==> config.mk <==
export PLATFORM = sky130hd
export DESIGN_NAME = fhcb_ctrl
export DESIGN_NICKNAME = d
export VERILOG_FILES = /design/src/sv/fhcb_pkg.sv /design/src/sv/fhcb_ctrl.sv
export SDC_FILE = /design/constraint.sdc
export NUM_CORES = 1
export LEC_CHECK = 0
export BUFFER_PORTS_ARGS = -buffer_cell sky130_fd_sc_hd__clkbuf_2
export CAP_MARGIN = 20
export CORE_AREA = 4 4 41 43
export CTS_BUF_LIST = sky130_fd_sc_hd__clkbuf_4 sky130_fd_sc_hd__clkbuf_8 sky130_fd_sc_hd__clkbuf_16
export CTS_CLUSTER_DIAMETER = 150
export DETAILED_ROUTE_END_ITERATION = 6
export DIE_AREA = 0 0 45 47
export HOLD_SLACK_MARGIN = 0.1
export MAX_ROUTING_LAYER = met4
export PLACE_DENSITY = 0.58
export SYNTH_ARGS = -nofsm -noshare
export SYNTH_HDL_FRONTEND = slang
export SYNTH_SLANG_ARGS = --single-unit
==> constraint.sdc <==
create_clock -name clock -period 1.65 [get_ports clock]
set_clock_uncertainty 0.2 [all_clocks]
set_input_delay 0.0825 -clock clock [delete_from_list [all_inputs] [get_ports clock]]
set_output_delay 0.0825 -clock clock [all_outputs]
set_load 0.005 [all_outputs]
==> src/sv/fhcb_pkg.sv <==
`timescale 1ns / 1ps
`default_nettype none
// ----------------------------------------------------------------------------
// fhcb_pkg: shared types and constants for the hit charge binning block
// grid size, field widths, register and command codes, controller links
// ----------------------------------------------------------------------------
package fhcb_pkg;

   // grid geometry
   localparam int WIRE_CELLS = 1024;
   localparam int TIME_CELLS = 512;
   localparam int CELL_DEPTH = WIRE_CELLS * TIME_CELLS;
   localparam int ADDR_W     = $clog2(CELL_DEPTH);
   localparam int IW         = $clog2(WIRE_CELLS);
   localparam int JW         = $clog2(TIME_CELLS);

   // divider: dividend covers the widest scaled coordinate (14 bits)
   localparam int QW         = 14;
   localparam int DIVISOR_W  = 7;
   localparam int STEP_W     = $clog2(QW + 1);

   localparam int SUM_W      = 32;
   localparam int CHARGE_W   = 24;

   // defaults in whole units, stored in sixteenths of a tick
   localparam int DEFAULT_TICK_MAX = 9600;
   localparam int DEFAULT_MAX_RMS  = 100;

   localparam logic [1:0]  PLANE_SELECT_RST = 2'd2;
   localparam logic [15:0] MAX_WIDTH_RST    = 16'(DEFAULT_MAX_RMS * 16);
   localparam logic [17:0] TICK_LOW_RST     = 18'd0;
   localparam logic [17:0] TICK_HIGH_RST    = 18'(DEFAULT_TICK_MAX * 16);
   localparam logic [15:0] WIRE_SCALE_RST   = 16'd19661;
   localparam logic [15:0] TIME_SCALE_RST   = 16'd3650;
   localparam logic [6:0]  CELL_SIZE_RST    = 7'd2;

   // register index codes
   localparam int CSR_IDX_W  = 3;
   localparam int CSR_DATA_W = 18;
   localparam logic [CSR_IDX_W-1:0] CSR_PLANE_SELECT = 3'd0;
   localparam logic [CSR_IDX_W-1:0] CSR_MAX_WIDTH    = 3'd1;
   localparam logic [CSR_IDX_W-1:0] CSR_TICK_LOW     = 3'd2;
   localparam logic [CSR_IDX_W-1:0] CSR_TICK_HIGH    = 3'd3;
   localparam logic [CSR_IDX_W-1:0] CSR_WIRE_SCALE   = 3'd4;
   localparam logic [CSR_IDX_W-1:0] CSR_TIME_SCALE   = 3'd5;
   localparam logic [CSR_IDX_W-1:0] CSR_CELL_SIZE    = 3'd6;

   // item kind codes
   localparam logic [1:0] KIND_HIT   = 2'd0;
   localparam logic [1:0] KIND_QUERY = 2'd1;
   localparam logic [1:0] KIND_CLEAR = 2'd2;

   typedef struct packed {
      logic [1:0]  kind;
      logic [1:0]  view;
      logic [12:0] wire_req;
      logic [17:0] peak_time;
      logic [15:0] width;
      logic        fit_negative;
      logic [23:0] charge;
      logic [11:0] query_wire_cm;
      logic [11:0] query_time_cm;
   } req_type;

   typedef struct packed {
      logic [31:0] cell_total;
      logic        out_of_grid;
   } rsp_type;

   // controller to datapath
   typedef struct packed {
      logic load;        // capture the accepted word
      logic prep;        // latch the time coordinate for the second division
      logic div_start;
      logic div_sel_j;   // divide the time coordinate
      logic take_i;
      logic take_j;      // latch cell address and grid flag
      logic wr_acc;      // write back accumulated sum
      logic take_total;  // latch read data for a query
      logic rsp_load;
      logic clr_start;
      logic clr_wr;      // zero one cell, advance sweep
   } cmd_type;

   // datapath to controller
   typedef struct packed {
      logic [1:0] in_kind;
      logic [1:0] word_kind;
      logic       hit_pass;
      logic       div_busy;
      logic       in_grid;
      logic       rsp_free;
      logic       clr_last;
   } status_type;

endpackage
`default_nettype wire

==> src/sv/fhcb_ctrl.sv <==
`timescale 1ns / 1ps
`default_nettype none
// ----------------------------------------------------------------------------
// fhcb_ctrl: sequencer of the hit charge binning block
// steps one word through filter, division, cell read, result or write back
// ----------------------------------------------------------------------------
module fhcb_ctrl import fhcb_pkg::*; (
   input  wire logic       clock,
   input  wire logic       reset,
   input  wire logic       req_valid,
   output logic            req_stall,
   input  wire status_type status,
   output cmd_type         cmd
);

   typedef enum logic [3:0] {
      S_CLEAR,
      S_IDLE,
      S_PREP,
      S_DIV_I,
      S_DIV_J,
      S_READ,
      S_ACC,
      S_RESP
   } state_type;

   state_type state_ff, state_in;
   logic      accept;

   assign req_stall = (state_ff != S_IDLE);
   assign accept    = req_valid && !req_stall;

   always_comb begin
      state_in = state_ff;
      cmd      = '0;
      unique case (state_ff)
         S_CLEAR: begin
            cmd.clr_wr = 1'b1;
            if (status.clr_last) begin
               state_in = S_IDLE;
            end
         end
         S_IDLE: begin
            if (accept) begin
               cmd.load = 1'b1;
               priority if (status.in_kind == KIND_HIT || status.in_kind == KIND_QUERY) begin
                  state_in = S_PREP;
               end else if (status.in_kind == KIND_CLEAR) begin
                  cmd.clr_start = 1'b1;
                  state_in      = S_CLEAR;
               end else begin
                  state_in = S_IDLE;
               end
            end
         end
         S_PREP: begin
            if (status.word_kind == KIND_HIT && !status.hit_pass) begin
               state_in = S_IDLE;
            end else begin
               cmd.prep      = 1'b1;
               cmd.div_start = 1'b1;
               state_in      = S_DIV_I;
            end
         end
         S_DIV_I: begin
            if (!status.div_busy) begin
               cmd.take_i    = 1'b1;
               cmd.div_start = 1'b1;
               cmd.div_sel_j = 1'b1;
               state_in      = S_DIV_J;
            end
         end
         S_DIV_J: begin
            if (!status.div_busy) begin
               cmd.take_j = 1'b1;
               state_in   = S_READ;
            end
         end
         S_READ: begin
            if (status.in_grid) begin
               state_in = S_ACC;
            end else if (status.word_kind == KIND_QUERY) begin
               state_in = S_RESP;
            end else begin
               state_in = S_IDLE;
            end
         end
         S_ACC: begin
            if (status.word_kind == KIND_QUERY) begin
               cmd.take_total = 1'b1;
               state_in       = S_RESP;
            end else begin
               cmd.wr_acc = 1'b1;
               state_in   = S_IDLE;
            end
         end
         S_RESP: begin
            if (status.rsp_free) begin
               cmd.rsp_load = 1'b1;
               state_in     = S_IDLE;
            end
         end
         default: state_in = S_IDLE;
      endcase
   end

   always_ff @(posedge clock) begin
      if (reset) begin
         state_ff <= S_CLEAR;
      end else begin
         state_ff <= state_in;
      end
   end

   // divider is running the cycle after it was started
   a_div_runs: assert property (@(posedge clock) disable iff (reset)
      cmd.div_start |=> status.div_busy)
      else $error("divider not busy after start");

   // a result is only loaded when the output register can take it
   a_rsp_room: assert property (@(posedge clock) disable iff (reset)
      cmd.rsp_load |-> status.rsp_free)
      else $error("result loaded over a waiting word");

   // accumulate writes never land outside the grid
   a_wr_in_grid: assert property (@(posedge clock) disable iff (reset)
      cmd.wr_acc |-> status.in_grid && status.word_kind == KIND_HIT)
      else $error("accumulate outside grid or for a non-hit");

   // no word is taken while the store is being zeroed
   a_no_accept_in_clear: assert property (@(posedge clock) disable iff (reset)
      cmd.clr_wr |-> !accept && !cmd.wr_acc)
      else $error("word accepted during clearing sweep");

endmodule
`default_nettype wire

==> results, run 1 <==
- In this run the count of I/O pins placed on the die edge is 24.
- In this run the horizontal extent of the chip is approximately 45 um.
- After clock tree synthesis, the clock-pin slew on the worst setup and hold paths is 40 ps.
- The number of flip-flops under the largest register name is 3.
- The final hold violation count was 0.
- The largest net degree at the start of global routing is 13.
- The overall overflow remaining after global route is 0.
- Counting flops and latches in the post-synthesis netlist gives 3.
- The synthesized area divided by synthesized cell count is 7.806 um^2.
- In the finished design, the share of the clock period the worst path needs comes to 0.9564.
- The floorplan step defined a die boundary enclosing 2115 um^2.
- The synthesized netlist occupies a cell area of 359.1 um^2.
- The first-pass detailed-route iteration total is 4.
- On the critical path the largest part of the delay comes from simple AND/OR/NAND/NOR gates.
- The number of nets in the layout is 94.
- The via count is approximately 490.
- The required arrival time at the worst endpoint is around 1400 ps.
- Detailed placement finished with a half-perimeter wire length of 866.7 um.
- The clock sink count is 3.
- The max-slew violation count was 0.
- The share of the synthesized area in compound gates (AO/OA/AOI/OAI) is 0.2822.
- The min-delay analysis places its worst path in the category in -> reg.
- The cell area after placement is 513.0 um^2.
- The finished layout holds 96 standard cells, fillers aside.
- TritonCTS built the clock tree.
- The largest family of logic cells by synthesized area is simple AND/OR/NAND/NOR gates.
- Power spread over the standard cell area amounts to ~900 nW/um^2.
- Setup repair after global routing could not meet its margin everywhere.
- The number of global-route vias before repair is a little under 500.
- The share of synthesized cell area in and, or, nand and nor gates is 0.4111.
- The type of the worst setup path is reg -> out.
- The count of antenna-violating nets left after detailed routing is 0.
- In the final layout, the registers with the most flip-flops are state_ff (3).
- The sequential fraction of the synthesis area is 0.1672.
- The worst path needs 1578 ps of the cycle, external delays included.
- Max-cap violations in this run came to 0.
- Clock tree synthesis inserted a total of 3 buffers.
- The initial core utilization is 0.2760.
- The fraction of layout cells with a size suffix above 1 is 0.5802.
- The count of cell types in the netlist is 29.
- The clock latency of the later-clocked register in the worst-skew pair is 230 ps.
- The synthesis-to-finish area growth is 75.26%.
- At the pin with the least slew margin, the transition time is 332.5 ps.
- The post-synthesis net count is 58.
- The final wirelength is roughly 1.2 mm.
- The buffer type at the clock tree root is clkbuf_4.
- The synthesized netlist cell count is 46.
- The routed wire length per instance is 12.55 um.
- Walking the worst path, the cells encountered are buf_4 -> nor2_1 -> and3_1 -> and3b_1 -> clkbuf_2.
- The sum of buffers and inverters on the critical path is 2.
- The total routing resource utilization after global routing is 0.1296.
- Input and output buffers added on the ports amount to 23.
- The row count is 13.
- The core region is about 1300 um^2.
- The nature of the critical path endpoint is an output port.
- STA classifies the critical path startpoint as a flop.
- Of the total synthesized cell area, the portion taken by XOR and XNOR cells is 0.
- The dominant synthesized flop cell is dfxtp_1.
- The slowest stage of the critical path belongs to the cell dfxtp_1.
- The sum of internal, switching and leakage power is 0.0005661 W.
- From bottom edge to top edge, the die measures ~47 um.
- The share of synthesized area spent on multiplexers is 0.02787.
- Counting flops per register, the top entry is state_ff.
- The count of flip-flops with a built-in enable after synthesis is 0.
- Summed over all cells, the static leakage comes to 0.3063 nW.
- The number of H-tree branching levels is 1.
- The DRC violation count after routing is 0.
- The final cell area excluding filler cells is between 600 and 700 um^2.
- The top fanout value on the critical path is 11.
- The antenna diode instance count is 0.
- The congestion estimate from routability-driven global placement came to 0.8075.
- Data arrives at the worst endpoint at approximately 1300 ps.
- The total negative slack is 0 ps.
- The run finished with clean final reports.
- Of the total synthesized cell area, the portion taken by full adders, half adders and majority gates is 0.
- The Yosys step of the flow raised 0 warnings.
- The final setup violation count is 0.
- The first-pass GRT wire length is 1.945 mm.
- The buffer depth of the longest clock path is 2.
- The fmax is 633.7 MHz.
- The initial antenna violation count is 0.
- Counting flops with an async set or reset pin after synthesis yields a share of 0.
- The worst voltage drop across the vdd grid is 286.8 uV.
- In this run, the number of DRC markers left after iteration 0 of detailed routing was 5.
- The worst slew margin relative to its limit is 0.7779.
- After detailed routing, the number of vias per cell comes to between 5 and 6.
- After detailed placement, the design holds a cell count of 86.
- The worst stage delay on the critical path is ~300 ps.
## worst reg2reg max path, stage by stage (launching register included)
cell      delay (ps)
dfxtp_4          370
or4_4            500
nand2_2          110
nor2b_2           60
a311oi_2         220
## path summary, 6_finish.rpt
check	startpoint	to	slack (ps)	cells after the start
max reg2reg	state_ff[1]$_SDFFE_PP0P_	state_ff[0]$_SDFFE_PP0P_	100	4
max	state_ff[2]$_SDFFE_PP0P_	cmd[1]	70	5
min	status[8]	state_ff[1]$_SDFFE_PP0P_	120	3
min reg2reg	state_ff[0]$_SDFFE_PP0P_	state_ff[0]$_SDFFE_PP0P_	420	2
## layout make-up
cell class                      count  area, um^2
Inverter                            4       15.01
Multi-Input combinational cell     35       279.0
Clock buffer                        4       30.03
Tap cell                           15       18.77
Fill cell                         137       671.9
Sequential cell                     3       65.06
Timing Repair Buffer               35       221.5
## stage by stage
stage                       util  worst slack [ps]  hold WS [ps]
after CTS                 0.4529             2.482         114.0
final                     0.4837             71.88         117.4
after global routing      0.4837            -8.714         146.3
after detailed placement  0.3942             27.31         109.7
after global placement    0.3942             74.05         107.1
after floorplan                -             163.4        -49.64
## power by group
part	internal (W)	total [W]	leakage [nW]	switching [W]
clock network	0.000107	0.000145	0.0184	0.0000384
registers	0.0000910	0.000116	0.0256	0.0000255
logic	0.000164	0.000304	0.262	0.000140
## cell usage after synthesis, types with 2 or more instances
cell / n / share of area
nand2b_1: 2 / 0.035
buf_2: 2 / 0.028
nand2_1: 3 / 0.031
nor2_1: 4 / 0.042
nor2b_1: 2 / 0.035
buf_4: 2 / 0.042
o2111ai_1: 2 / 0.049
nor4_1: 2 / 0.035
inv_1: 3 / 0.031
a311oi_2: 2 / 0.084
a31oi_1: 2 / 0.035
dfxtp_1: 3 / 0.17
## per-layer routing
layer,global-route usage,share of wire,vias to the layer above
met5,-,0,-
met4,0.08772,0.016,0
met3,0.01149,0.046,2
met2,0.2090,0.50,16
met1,0.1519,0.44,228
li1,-,-,245
## cells by family after synthesis
logic type | after synthesis
mux | 1
compound gates | 11
simple gates | 23
flops | 3
buf+inv | 8
## placed cells by master, fill, tap and decap left out, drive strengths merged
| cell | n |
|---|---|
| dlygate4sd3 | 4 |
| clkbuf | 26 |
| nor2b | 3 |
| a21oi | 1 |
| dfxtp | 3 |
| and3 | 1 |
| nand3 | 1 |
| buf | 9 |
| or3 | 1 |
| a31o | 1 |
| nand2b | 2 |
| o211ai | 1 |
| nor3 | 1 |
| a311oi | 2 |
| inv | 4 |
| o311ai | 1 |
| o2111ai | 2 |
| and3b | 1 |
| nand2 | 4 |
| mux2i | 1 |
| or4 | 1 |
| nand4bb | 1 |
| nor4b | 1 |
| a31oi | 2 |
| nor4 | 2 |
| o221a | 1 |
| nor2 | 4 |
## what timing repair did
action / in CTS / in global routing
setup buffers: 0 / 3
endpoints found under the setup margin: 5 / 7
hold endpoints to repair: 3 / 0
resized for setup: 3 / 5
hold buffers: 4 / 0
(Power assumes the default switching activity.)
==> run 2: changes to the inputs <==
- RECOVER_POWER: not set -> 100
- SKIP_CTS_REPAIR_TIMING: not set -> 1
==> run 2 against run 1 <==
Effect of this change: critical path depth did not move; combinational power about the same; wire length shrank 0.41%; fmax down 1.0%; die area unchanged; worst hold slack got worse by 2.8 ps; clock power about the same.
==> results, run 2 (synthesized netlist as in run 1, its figures left out) <==
- The largest net degree at the start of global routing is 13 (unchanged).
- The required arrival time at the worst endpoint is 1370 ps (about the same).
- The final wirelength is 1.200 mm (-0.41%).
- The final cell area excluding filler cells is 629.4 um^2 (unchanged).
- The overall die area is 2115 um^2 (unchanged).
- The overall die height is 47 um (unchanged).
- The commonest non-fill, non-tap cell in the layout is clkbuf_2.
- The count of input and output buffers came to 23 (unchanged).
- The final setup violation count is 0 (unchanged).
- The fmax came to 627.3 MHz (-1.0%).
- The footprint of the flip-flops and latches is 65.06 um^2 (unchanged).
- The first-pass detailed-route iteration total is 3 (-1).
- The type of the worst setup path is in -> out.
- The final core utilization is 0.4837 (unchanged).
- The count of antenna-violating nets left after detailed routing was 0 (unchanged).
- The clock latency of the later-clocked register in the worst-skew pair is 240 ps (about the same).
- The critical path goes through clkbuf_2 -> dlygate4sd3_1 -> or3_4 -> inv_1 -> clkbuf_2.
- The worst hold path belongs to the class in -> reg.
- The I/O pin count is 24 (unchanged).
- Among cell families on the critical path, the largest total delay comes from buffers and inverters.
- The via count normalized by instance count came to 5.196 (+1.6%).
- The first-iteration detailed-routing DRC count is 10 (+5).
- The number of global-route vias before repair is 452 (-6.6%).
- The total area of multi-input combinational cells is 276.5 um^2 (-0.90%).
- The sum of buffers and inverters on the critical path came to 4 (+2).
- In the final layout, the registers with the most flip-flops are state_ff (3).
- The worst stage delay on the critical path is 560 ps (+260 ps).
- The flow ran to the end, and the final reports show no timing, DRC or antenna violations.
- The final period demand of the worst path is 1594 ps (+15.89 ps).
- The arrival time at the worst endpoint is 1310 ps (about the same).
- The portion of the clock cycle consumed by the worst path in the final layout was 0.9661 (+0.009633).
- The initial core utilization is 0.2760 (unchanged).
- The core footprint is 1301 um^2 (unchanged).
- The routed wire length per instance is 12.37 um (-1.4%).
- The cell type of the slowest stage on the worst timing path is dlygate4sd3_1.
- The clock sink count is 3 (unchanged).
- The fraction of layout cells with a size suffix above 1 is 0.5488 (-0.03147).
- The cell area after placement is 513.0 um^2 (unchanged).
- The clock transition time at the flip-flop clock pins of the worst setup and hold paths is 40 ps (about the same).
- The total negative slack is 0 ps (unchanged).
- The worst setup timing slack at the placement stage came to 27.31 ps (unchanged).
- In the layout the commonest cells are clkbuf_2, buf_4.
- The DRC violation count after routing is 0 (unchanged).
- The transition at the pin with the smallest max-transition slack is 309.4 ps (-23.08 ps).
- The reported max-cap violation count is 0 (unchanged).
- The worst slew margin relative to its limit is 0.7905 (+0.01258).
- The number of flip-flops under the largest register name is 3 (unchanged).
- The number of nets in the layout is 95 (+1.1%).
- The clock tree from TritonCTS is yes.
- The overall overflow remaining after global route is 0 (unchanged).
- The antenna diode instance count is 0 (unchanged).
- The row count is 13 (unchanged).
- The synthesis-to-finish area growth is 75.26% (unchanged).
- The power density over the cells came to 900.0 nW/um^2 (about the same).
- The cell sitting at the root of the clock tree is a clkbuf_4.
- The total routing resource utilization after global routing came to 0.1157 (-0.01385).
- Counting stages on the worst path, the most repeated cell is clkbuf_2.
- STA classifies the critical path endpoint as an output port.
- The via count came to 504 (+2.6%).
- The buffer depth of the longest clock path was 2 (unchanged).
- The kind of start point of the critical path is an input port.
- The final hold violation count is 0 (unchanged).
- The initial antenna violation count is 0 (unchanged).
- The top fanout value on the critical path is 4 (-7).
- The die width is 45 um (unchanged).
- The final estimated routing congestion in global placement is 0.8075 (unchanged).
- The leakage power of the design is 0.3038 nW (-0.82%).
- The worst voltage drop across the vdd grid is 274.9 uV (-4.1%).
- The estimated wirelength of the detail-placed design came to 866.7 um (unchanged).
- The final worst-path setup slack is 55.98 ps (-15.89 ps).
- The layout filler cell count was 137 (unchanged).
- The total CTS buffers is 3 (unchanged).
- The register with the highest flop count is state_ff.
- The max-slew violation count is 0 (unchanged).
- The first-pass GRT wire length was 1.787 mm (-8.1%).
- The number of H-tree branching levels is 1 (unchanged).
==> run 2: changes by cell type in the layout (fill, tap and decap cells not counted) <==
cell | before | now
clkbuf_1 | 0 | 2
clkbuf_2 | 22 | 21
nand2_1 | 3 | 4
nand2_2 | 1 | 0
==> run 2: per-layer routing <==
layer	part of all wire	track usage	vias to the layer above
met1	0.44	0.1519	236
met4	0.012	0.07018	0
met2	0.49	0.1780	17
met3	0.061	0	2
li1	-	-	249
met5	0	-	-
==> run 2: worst paths after layout <==
path                                               start                        to  slack [ps]  depth (start not counted)
worst max-delay path                           status[3]                    cmd[7]          60                          5
worst min-delay path                           status[8]  state_ff[1]$_SDFFE_PP0P_         110                          3
worst max register to register  state_ff[1]$_SDFFE_PP0P_  state_ff[0]$_SDFFE_PP0P_          70                          4
worst min register to register  state_ff[0]$_SDFFE_PP0P_  state_ff[0]$_SDFFE_PP0P_         430                          2
==> run 2: metrics by stage <==
| stage | std cells | hold WS, ps | power (W) |
|---|---|---|---|
| finish | 97 | 114.7 | 0.0005664 |
| CTS | 90 | -137.5 | 0.0005230 |
| global route | 97 | 127.3 | 0.0006119 |
| detailed placement | 86 | 109.7 | 0.0003725 |
| global placement | 86 | 107.1 | 0.0003689 |
| floorplan | 46 | -49.64 | 0.0002655 |
==> run 2: layout make-up <==
type / count / share of cell area
inverter: 4 / 0.02386
tap: 15 / 0.02982
sequential: 3 / 0.1034
clock buffer: 4 / 0.04771
timing repair buffer: 36 / 0.3559
multi-input combinational: 35 / 0.4394
==> run 2: report_power, final <==
group	internal, W	switching (W)	total [W]
Sequential	0.0000910	0.0000266	0.000118
Combinational	0.000163	0.000138	0.000302
Clock	0.000107	0.0000400	0.000147
Total	0.000362	0.000205	0.000566
==> run 2: worst reg2reg max path, delay by kind of cell, from the launching register on <==
kind / cells / cell delay (ps)
DFF: 1 / 370
and+or+nand+nor: 3 / 690
AOI/OAI and AO/OA: 1 / 220
